$ cat config.mk
export PLATFORM = sky130hd
export DESIGN_NAME = sine_tone_generator_unit
export DESIGN_NICKNAME = d
export VERILOG_FILES = /design/src/hw/rtl/stg_pkg.sv /design/src/hw/rtl/sine_tone_generator_unit.sv /design/src/hw/rtl/stg_shape.sv
export SDC_FILE = /design/constraint.sdc
export NUM_CORES = 1
export LEC_CHECK = 0
export BUFFER_PORTS_ARGS = -buffer_cell sky130_fd_sc_hd__buf_2
export CORE_MARGIN = 5
export CORE_UTILIZATION = 45
export DETAILED_ROUTE_END_ITERATION = 16
export PLACE_DENSITY = 0.61
export SETUP_SLACK_MARGIN = 0.2
export SLEW_MARGIN = 40
export SYNTH_ARGS = -nofsm -noshare
export SYNTH_HDL_FRONTEND = slang
export SYNTH_HIERARCHICAL = 1
export SYNTH_SLANG_ARGS = --single-unit
$ cat constraint.sdc
create_clock -name clk -period 10.9 [get_ports clk]
set_clock_uncertainty 0.05 [all_clocks]
set_input_delay 1.09 -clock clk [delete_from_list [all_inputs] [get_ports clk]]
set_output_delay 1.09 -clock clk [all_outputs]
set_load 0.01 [all_outputs]
$ cat src/hw/rtl/stg_pkg.sv
// Package: shared constants, register indexes and the quarter-wave sine table for the tone generator.
package stg_pkg;

  // Table geometry
  localparam int unsigned SINE_ADDR_BITS = 10;
  localparam int unsigned QUARTER_BITS   = SINE_ADDR_BITS - 2;
  localparam int unsigned QUARTER_LEN    = 1 << QUARTER_BITS;
  localparam int unsigned QIDX_BITS      = QUARTER_BITS + 1;
  localparam int unsigned AMP_BITS       = 7;

  // Field and register widths
  localparam int unsigned STEP_BITS   = 32;
  localparam int unsigned VOL_BITS    = 9;
  localparam int unsigned SAMPLE_BITS = 8;
  localparam int unsigned MAG_BITS    = 8;
  localparam int unsigned CFG_IDX_BITS = 1;

  // Register indexes on the configuration port
  localparam logic [CFG_IDX_BITS-1:0] REG_PHASE_STEP = 1'b0;
  localparam logic [CFG_IDX_BITS-1:0] REG_VOLUME     = 1'b1;

  // Reset values and output levels
  localparam logic [STEP_BITS-1:0]   PHASE_STEP_RST = 32'd40904454;
  localparam logic [VOL_BITS-1:0]    VOLUME_RST     = 9'd26;
  localparam logic [SAMPLE_BITS-1:0] SILENCE_LEVEL  = 8'd127;
  localparam logic [SAMPLE_BITS-1:0] SAMPLE_MAX     = 8'd254;

  // Q30 constants for the table build
  localparam logic [63:0] HALF_PI_Q30 = 64'd1686629713;
  localparam logic [63:0] ONE_Q30     = 64'd1 << 30;

  typedef logic [AMP_BITS-1:0] qtab_t [QUARTER_LEN+1];

  // round(127 * sin(x)) with x in Q30, Taylor series up to the x^13 term
  function automatic logic [AMP_BITS-1:0] sine127(input logic [63:0] x);
    logic [63:0] x2;
    logic [63:0] term;
    logic [63:0] pos;
    logic [63:0] neg;
    logic [63:0] s;
    logic [63:0] v;
    x2   = (x * x) >> 30;
    pos  = x;
    neg  = 64'd0;
    term = (x * x2) >> 30;
    term = term / 64'd6;
    neg  = neg + term;
    term = (term * x2) >> 30;
    term = term / 64'd20;
    pos  = pos + term;
    term = (term * x2) >> 30;
    term = term / 64'd42;
    neg  = neg + term;
    term = (term * x2) >> 30;
    term = term / 64'd72;
    pos  = pos + term;
    term = (term * x2) >> 30;
    term = term / 64'd110;
    neg  = neg + term;
    term = (term * x2) >> 30;
    term = term / 64'd156;
    pos  = pos + term;
    s = (pos > neg) ? (pos - neg) : 64'd0;
    if (s > ONE_Q30) begin
      s = ONE_Q30;
    end
    v = (s * 64'd127 + (ONE_Q30 >> 1)) >> 30;
    if (v > 64'd127) begin
      v = 64'd127;
    end
    return v[AMP_BITS-1:0];
  endfunction

  // Build the quarter wave, both ends included
  function automatic qtab_t build_qtab();
    qtab_t tab;
    for (int k = 0; k <= QUARTER_LEN; k++) begin
      tab[k] = sine127((HALF_PI_Q30 * 64'(k)) >> QUARTER_BITS);
    end
    return tab;
  endfunction

  localparam qtab_t QTAB = build_qtab();

endpackage

$ cat src/hw/rtl/sine_tone_generator_unit.sv
// Top level: phase accumulator, two-stage sample pipeline and configuration registers.
// An accepted transaction passes through the stage-one register and the result register to out_*.
// Throughput: one sample per cycle; the phase add sits in the first stage and the
// table lookup with the gain multiply in the second. A stalled result holds both stages.
// Reset: phase clears to zero, phase_step returns to PHASE_STEP_RST and volume to 26/256,
// and both pipeline stages empty.
module sine_tone_generator_unit
  import stg_pkg::*;
#(
  parameter int unsigned PHASE_BITS = 32
) (
  input  logic                    clk,
  input  logic                    rst_n,
  // Input channel
  input  logic                    in_valid,
  output logic                    in_stall,
  input  logic                    in_playing,
  // Result channel
  output logic                    out_valid,
  input  logic                    out_stall,
  output logic [SAMPLE_BITS-1:0]  out_sample,
  // Configuration channel
  input  logic                    cfg_valid,
  output logic                    cfg_ready,
  input  logic [CFG_IDX_BITS-1:0] cfg_index,
  input  logic [STEP_BITS-1:0]    cfg_data
);

  logic [STEP_BITS-1:0]      phase_step_r;
  logic [VOL_BITS-1:0]       volume_r;
  logic [PHASE_BITS-1:0]     phase_r;
  logic [PHASE_BITS-1:0]     phase_nxt;
  logic [PHASE_BITS-1:0]     step_ext;
  logic                      s1_valid_r;
  logic                      s1_play_r;
  logic [SINE_ADDR_BITS-1:0] s1_addr_r;
  logic                      out_valid_r;
  logic [SAMPLE_BITS-1:0]    out_sample_r;
  logic [SAMPLE_BITS-1:0]    sample_nxt;
  logic                      out_en;
  logic                      s1_en;
  logic                      in_acc;

  // Configuration writes are always taken
  assign cfg_ready = 1'b1;

  always_ff @(posedge clk) begin
    if (!rst_n) begin
      phase_step_r <= PHASE_STEP_RST;
      volume_r     <= VOLUME_RST;
    end else if (cfg_valid) begin
      unique case (cfg_index)
        REG_PHASE_STEP: phase_step_r <= cfg_data;
        REG_VOLUME:     volume_r     <= cfg_data[VOL_BITS-1:0];
        default:        ;
      endcase
    end
  end

  // Pipeline flow control: a stage advances when the one after it can take its contents
  assign out_en   = !out_valid_r || !out_stall;
  assign s1_en    = !s1_valid_r || out_en;
  assign in_stall = !s1_en;
  assign in_acc   = in_valid && s1_en;

  // Advance the phase accumulator
  assign step_ext  = PHASE_BITS'(phase_step_r);
  assign phase_nxt = phase_r + step_ext;

  always_ff @(posedge clk) begin
    if (!rst_n) begin
      phase_r <= '0;
    end else if (in_acc && in_playing) begin
      phase_r <= phase_nxt;
    end
  end

  // Stage one: hold the table address of the transaction
  always_ff @(posedge clk) begin
    if (!rst_n) begin
      s1_valid_r <= 1'b0;
    end else if (s1_en) begin
      s1_valid_r <= in_valid;
    end
  end

  always_ff @(posedge clk) begin
    if (in_acc) begin
      s1_play_r <= in_playing;
      s1_addr_r <= phase_nxt[PHASE_BITS-1 -: SINE_ADDR_BITS];
    end
  end

  stg_shape u_shape (
    .playing (s1_play_r),
    .addr    (s1_addr_r),
    .volume  (volume_r),
    .sample  (sample_nxt)
  );

  // Result register
  always_ff @(posedge clk) begin
    if (!rst_n) begin
      out_valid_r <= 1'b0;
    end else if (out_en) begin
      out_valid_r <= s1_valid_r;
    end
  end

  always_ff @(posedge clk) begin
    if (out_en && s1_valid_r) begin
      out_sample_r <= sample_nxt;
    end
  end

  assign out_valid  = out_valid_r;
  assign out_sample = out_sample_r;

  // Phase holds across a silent transaction
  a_phase_hold: assert property (@(posedge clk) disable iff (!rst_n)
    in_acc && !in_playing |=> phase_r == $past(phase_r))
    else $error("phase moved on a silent transaction");

  // Phase advances by the tuning word on a playing transaction
  a_phase_step: assert property (@(posedge clk) disable iff (!rst_n)
    in_acc && in_playing |=> phase_r == $past(phase_r) + $past(step_ext))
    else $error("phase did not advance by the tuning word");

  // A silent transaction leaving stage one yields the silence level
  a_silence: assert property (@(posedge clk) disable iff (!rst_n)
    s1_valid_r && !s1_play_r && out_en |=> out_sample == SILENCE_LEVEL)
    else $error("silent transaction gave a non-silence sample");

  // Input stalls only when both stages are full
  a_stall_full: assert property (@(posedge clk) disable iff (!rst_n)
    in_stall |-> s1_valid_r && out_valid_r && out_stall)
    else $error("input stalled with room in the pipeline");

  // Samples stay within the DAC range
  a_range: assert property (@(posedge clk) disable iff (!rst_n)
    out_valid |-> out_sample <= SAMPLE_MAX)
    else $error("sample above the DAC range");

endmodule

$ cat src/hw/rtl/stg_shape.sv
// Sine shaper: quadrant folding, quarter-wave lookup, volume scaling and offset to a DAC code.
module stg_shape
  import stg_pkg::*;
(
  input  logic                      playing,
  input  logic [SINE_ADDR_BITS-1:0] addr,
  input  logic [VOL_BITS-1:0]       volume,
  output logic [SAMPLE_BITS-1:0]    sample
);

  logic [1:0]                    quad;
  logic [QUARTER_BITS-1:0]       j_raw;
  logic [QIDX_BITS-1:0]          j_idx;
  logic [AMP_BITS-1:0]           amp;
  logic [AMP_BITS+VOL_BITS-1:0]  prod;
  logic [MAG_BITS-1:0]           mag;
  logic [SAMPLE_BITS:0]          up_sum;
  logic [SAMPLE_BITS-1:0]        tone;

  // Fold the phase into the first quadrant
  assign quad  = addr[SINE_ADDR_BITS-1 -: 2];
  assign j_raw = addr[QUARTER_BITS-1:0];
  assign j_idx = quad[0] ? (QIDX_BITS'(QUARTER_LEN) - {1'b0, j_raw}) : {1'b0, j_raw};

  // Look up and scale by the Q1.8 gain
  assign amp  = QTAB[j_idx];
  assign prod = (AMP_BITS+VOL_BITS)'(amp) * (AMP_BITS+VOL_BITS)'(volume);
  assign mag  = prod[8 +: MAG_BITS];

  // Offset around midscale and saturate
  assign up_sum = (SAMPLE_BITS+1)'(SILENCE_LEVEL) + (SAMPLE_BITS+1)'(mag);

  always_comb begin
    if (quad[1]) begin
      tone = (mag > SILENCE_LEVEL) ? '0 : (SILENCE_LEVEL - mag);
    end else begin
      tone = (up_sum > (SAMPLE_BITS+1)'(SAMPLE_MAX)) ? SAMPLE_MAX : up_sum[SAMPLE_BITS-1:0];
    end
  end

  assign sample = playing ? tone : SILENCE_LEVEL;

endmodule
======== After elaboration in Yosys (flattened, before gate mapping) ========
Memories as Yosys holds them, arrays and structs flattened.
Cells that the tools add are included.
word-level totals
  register bits after elaboration ......... 94
  memory bits (read-only) ................. 3584
  input bits .............................. 39
  word-level logic and storage cells ...... 36
  memories kept ........................... 1
operators by class
  $add $sub $neg .......................... 4
  multiply operators ...................... 1
  $lt $le $gt $ge ......................... 3
  mux-type cells .......................... 6
  bitwise operators ....................... 2
  reductions and logical operators ........ 11
memories
  name             words  width  read ports  clocked after memory_dff  write ports  line             RTL
  (no name shown)  512    7      1           0                         0            stg_shape.sv:26  assign amp = QTAB[j_idx];
operators with widths
  cell                  number
  $add 32x32->32        1
  $mux 8                3
  $mul 7x9->16          1
  $mux 7                2
  $ge 10x10->1 const B  1
  $not 9->10            1
  $add 7x8->9 const A   1
  $gt 9x8->1 const B    1
  $mux 9                1
  $sub 9x8->9 const A   1
  $gt 8x7->1 const B    1
  $sub 7x8->8 const A   1
  $logic_not 1->1       4
  $reduce_and 2->1      2
  $logic_and 1x1->1     3
  $logic_or 1x1->1      2
  $not 1->1             1

======== Longest topological paths before layout ========
  depth in word-level cells ............... 11
  gate-level depth with buffers ........... 42

======== Hierarchy ========
The synthesis kept the hierarchy.
by module, submodules not included
  module                    times used  cells an instance  area an instance (um^2)  sequential area each (um^2)
  sine_tone_generator_unit  1           599                5058.6                   2072.0
  stg_shape                 1           648                4640.7                   0.0

======== Worst setup path before layout ========
OpenSTA, ideal clock, no wires.
  path type ............................... register -> register
  start ................................... register s1_addr_r[0]
  end ..................................... register out_sample_r[1], in the netlist out_sample[1] (data pin)
  library setup time ...................... 0.278 ns
  data arrival time ....................... 8.514 ns
  required time ........................... 10.572 ns
  path slack .............................. 2.058 ns
  cell stages (with the launch flop) ...... 40
  clock period less this slack ............ 8.842 ns
  path through ............................ edfxtp_1 -> buf_6 -> inv_1 -> ha_1 -> clkbuf_1 -> nand2_1 -> nand2_1 -> ha_1 -> clkbuf_1 -> nor2_1 -> a211oi_1 -> or4_1 -> a21oi_1 -> o311ai_4 -> o311ai_2 -> nand2_1 -> and2_1 -> fa_1 -> (+4 left out) -> inv_1 -> fa_1 -> inv_1 -> ha_1 -> a2111oi_0 -> o21ai_0 -> a21o_1 -> xor2_2 -> inv_1 -> ha_1 -> nand2b_1 -> mux2i_1 -> nand2_1 -> nor4_1 -> a211o_1 -> and2_1 -> a221o_1 -> o2111ai_1
on the way
  longest elaborated chain between the ends .. 11
  elaborated cells on any way between the ends .. 14
  classes of those cells .................. 3 x add/sub; 1 x mul; 2 x order compare; 6 x mux; 1 x bitwise; 1 x memory
RTL lines
  element                                        line                             RTL
  start, declared                                sine_tone_generator_unit.sv:36   logic [SINE_ADDR_BITS-1:0] s1_addr_r;
  start signal, assigned                         sine_tone_generator_unit.sv:90   s1_addr_r <= phase_nxt[PHASE_BITS-1 -: SINE_ADDR_BITS];
  $sub 9x8->9                                    stg_shape.sv:23                  assign j_idx = quad[0] ? (QIDX_BITS'(QUARTER_LEN) - {1'b0, j_raw}) : {1'b0, j_raw};
  $mux 9 (*)                                     stg_shape.sv:23
  $not 9->10 (implied by the code) (*)           stg_shape.sv:26
  $mem_v2 512x7 (*)                              --
  $mux 7 (implied by the code) (*) (2 in a row)  stg_shape.sv:26
  $mul 7x9->16 (*)                               stg_shape.sv:27                  assign prod = (AMP_BITS+VOL_BITS)'(amp) * (AMP_BITS+VOL_BITS)'(volume);
  $add 7x8->9                                    stg_shape.sv:31                  assign up_sum = (SAMPLE_BITS+1)'(SILENCE_LEVEL) + (SAMPLE_BITS+1)'(mag);
  $gt 9x8->1                                     stg_shape.sv:37                  tone = (up_sum > (SAMPLE_BITS+1)'(SAMPLE_MAX)) ? SAMPLE_MAX : up_sum[SAMPLE_BITS-1:0];
  $mux 8                                         stg_shape.sv:37
  $mux 8 (*)                                     stg_shape.sv:34                  if (quad[1]) begin
  end signal, assigned                           sine_tone_generator_unit.sv:112  out_sample_r <= sample_nxt;
  end, declared                                  sine_tone_generator_unit.sv:38   logic [SAMPLE_BITS-1:0] out_sample_r;
Mark *: on every way between the ends. The rest lies on a longest branch, timed or not. The select of a mux whose other input is x is not followed.
A chain may end at the register's enable or synchronous reset.

======== Final worst setup path ========
  start ................................... register s1_addr_r[0]
  end ..................................... register out_sample_r[3], in the netlist out_sample[3] (data pin)
The elaborated chain is that of the path after synthesis.

==> metrics.txt <==
FP Rows 53; clock latency on the worst-skew pair between 300 and 400 ps; critical setup path kind register to register; # fillers roughly 2,200; Gate power share 0.718; vias 8,997; Max Freq just over 0.1 GHz; Worst Hold Endpoint phase_r[18]$_SDFFE_PN0P_; slew margin rel. 0.3608; status finished, final reports clean; final slew viol count 0; fin nets 1,384; grt total ovfl 0; Die H 156.8 um; Reg2Reg Capture Point out_sample[3]$_DFFE_PP_; clock-pin transition on the worst setup and hold timing paths around 70 ps; switching share of power 0.4972; WHS Path Cells 2; Cell Area, Synth about 9700 um^2; post-CTS sizing 0; Layout area overhead 6.721%; Post-synth EDFFs 19; wire per inst 16.79 um; Avg Inst Size Synth 7.778 um^2; Iteration-0 DRC Markers ~620; switching power 1.289 mW; Hold WC Path Type register to register; clock tree sinks 94; Initial Util 0.4585; root buffer selected by CTS clkbuf_16; core area ~21,000 um^2; Pleak between 4 and 5 nW; Critical Path Sink Type register; Via density just under 6; fin crit share 0.9098; Seq cells post-synth 94; worst path arrival time just under 10,000 ps; actual transition at the worst max-transition pin ~950 ps; RSZ-0062 raised after global routing false; H-tree Lvls 3; CP startpoint s1_addr_r[0]$_DFFE_PP_; most used cell, CP inv_1; Seq/Total Area, Yosys 0.2136; TNS Setup 0 ps; Post-Synthesis Net Count ~1,400; Setup violations, final 0; post-synth cell types 97; First-pass DRT Iterations 6; hold path start phase_r[18]$_SDFFE_PN0P_; Die X approximately 160 um; ys async rst share 0; post-CTS setup buffers 0; Max stage delay on crit path ~670 ps; number of global-route vias before repair 8,726; reg2reg setup slack roughly 980 ps; HPWL Detailed between 15 and 20 mm; Post-Syn Instances approximately 1,200; GPL Wtd Cong 0.9367; cell type of the slowest stage on the worst timing path a2111oi_1; cell internal pwr 1.303 mW; drt drc 0; Data required, critical path between 10,000 and 15,000 ps; area of the multi-input gates 7081 um^2; top_reg_cell synth dfxtp_1; Startpoint Class register; total of max-cap violations 0; routed wire length between 20 and 30 mm; CTS tree yes; CTS max path bufs 2; post-route ant nets 0; Reg area 2072 um^2; Max VDD drop 0.0001934 V; io pins 50; largest net degree at the start of global routing 57; most common cell after layout, fill and taps aside nand2_1; port buffer count between 40 and 50; Reg2Reg Depth 35; RR Startpoint s1_addr_r[0]$_DFFE_PP_; Max FO, Critical Path 19; Tmin final 9916 ps; tightest hold margin 407.9 ps; most frequent cells in the layout nand2_1, a21oi_1, dfxtp_1, ha_1, nor2_1; full die area approximately 25,000 um^2; # hold bufs at CTS 0; final hold viol count 0; yosys warns 6; sequential power share 0.169; Num CTS Buffers 9; wire length of the first global-routing pass 43.17 mm; PwrDens ~250 nW/um^2; All-Layer GR Usage 0.2101; clock power share 0.113; layout cells sized above 1 0.09493; initial antenna violation count 2
power by group through the flow:
stage          Sequential [mW]  Clock [mW]  Combinational, mW
2_1_floorplan            0.435           0               1.47
3_3_place_gp             0.447           0               1.84
3_5_place_dp             0.444           0               1.84
4_1_cts                  0.437       0.299               1.85
5_1_grt                  0.441       0.315               2.11
6_report                 0.437       0.294               1.86
critical path: cells and delay by family, from the launching register on:
kind                     cells  cell delay, ps
adder cells (fa/ha/maj)      7            2880
AO/OA/AOI/OAI               11            2530
AND/OR/NAND/NOR              8            2280
flip-flops                   1             610
buffers and inverters        6             510
XOR/XNOR                     2             510
multiplexers                 1             270
cells in the mapped netlist, drive strengths merged, types with 8 or more instances:
cell / instances / area [um^2]
clkbuf: 54 / 203.9
xnor2: 32 / 295.3
nand2: 204 / 765.7
and3: 10 / 63.81
nor2b: 32 / 200.2
nand4: 17 / 106.4
nor3: 17 / 90.09
a21oi: 127 / 639.4
fa: 34 / 680.7
xor2: 23 / 224.0
and2: 28 / 175.2
nor2: 65 / 244.0
nand3: 48 / 240.2
a21o: 24 / 180.2
edfxtp: 19 / 570.6
o211ai: 11 / 87.58
ha: 73 / 913.4
mux2i: 12 / 120.1
o21ai: 61 / 312.8
buf: 31 / 173.9
a31oi: 13 / 96.34
dfxtp: 75 / 1501
nand2b: 19 / 118.9
a221oi: 8 / 111.4
o31ai: 8 / 80.08
inv: 53 / 198.9
a211oi: 10 / 75.07
metal layers:
| metal | vias to the layer above | share of wire | GRT usage |
|---|---|---|---|
| met1 | 4262 | 0.46 | 0.2807 |
| met5 | - | 0.00027 | 0 |
| met2 | 253 | 0.48 | 0.3587 |
| li1 | 4440 | - | - |
| met3 | 40 | 0.047 | 0.02683 |
| met4 | 2 | 0.016 | 0.05579 |
stage by stage:
stage	std cells	util	area (um^2)	setup WS, ps	total power [mW]
floorplan	1247	-	9699	2058	1.904
global placement	1500	0.4744	10040	1136	2.287
detailed placement	1502	0.4761	10070	1045	2.286
CTS	1518	0.4891	10350	998.9	2.589
global route	1518	0.4892	10350	257.7	2.865
finish	1519	0.4893	10350	983.6	2.592
state kept, by name, summed over array words and instances (netlist names):
register,flops
phase_r,32
phase_step_r,32
s1_valid_r,1
out_sample,8
s1_addr_r,10
out_valid,1
volume_r,9
s1_play_r,1
final cells by class:
cell class              instances  area share
well taps                     275     0.03324
multi-input cells            1015      0.6840
flip-flops and latches         94      0.2002
diodes                          1   0.0002417
repair buffers                 65     0.03626
clock inverters                 6    0.004472
clock buffers                  10     0.02212
inverters                      53     0.01946
how the worst max path moves through the flow:
| stage | end | cells after the start | slack (ps) |
|---|---|---|---|
| 2_1_floorplan | out_sample[1]$_DFFE_PP_ | 39 | 2060 |
| 3_3_place_gp | out_sample[1]$_DFFE_PP_ | 33 | 1140 |
| 3_5_place_dp | out_sample[3]$_DFFE_PP_ | 35 | 1050 |
| 4_1_cts | out_sample[3]$_DFFE_PP_ | 35 | 1000 |
| 5_1_grt | out_sample[3]$_DFFE_PP_ | 35 | 260 |
| 6_report | out_sample[3]$_DFFE_PP_ | 35 | 980 |
cells by family after synthesis:
logic type      count (synthesis)  synth area share
compound gates                350            0.2491
xor+xnor                       55           0.05353
fa+ha+maj                     107            0.1643
buf+inv                       138           0.05947
flops                          94            0.2136
mux                            14           0.01471
other cells                     1         0.0003866
simple gates                  488            0.2448
Note: power is estimated with default switching activity, not from simulation.
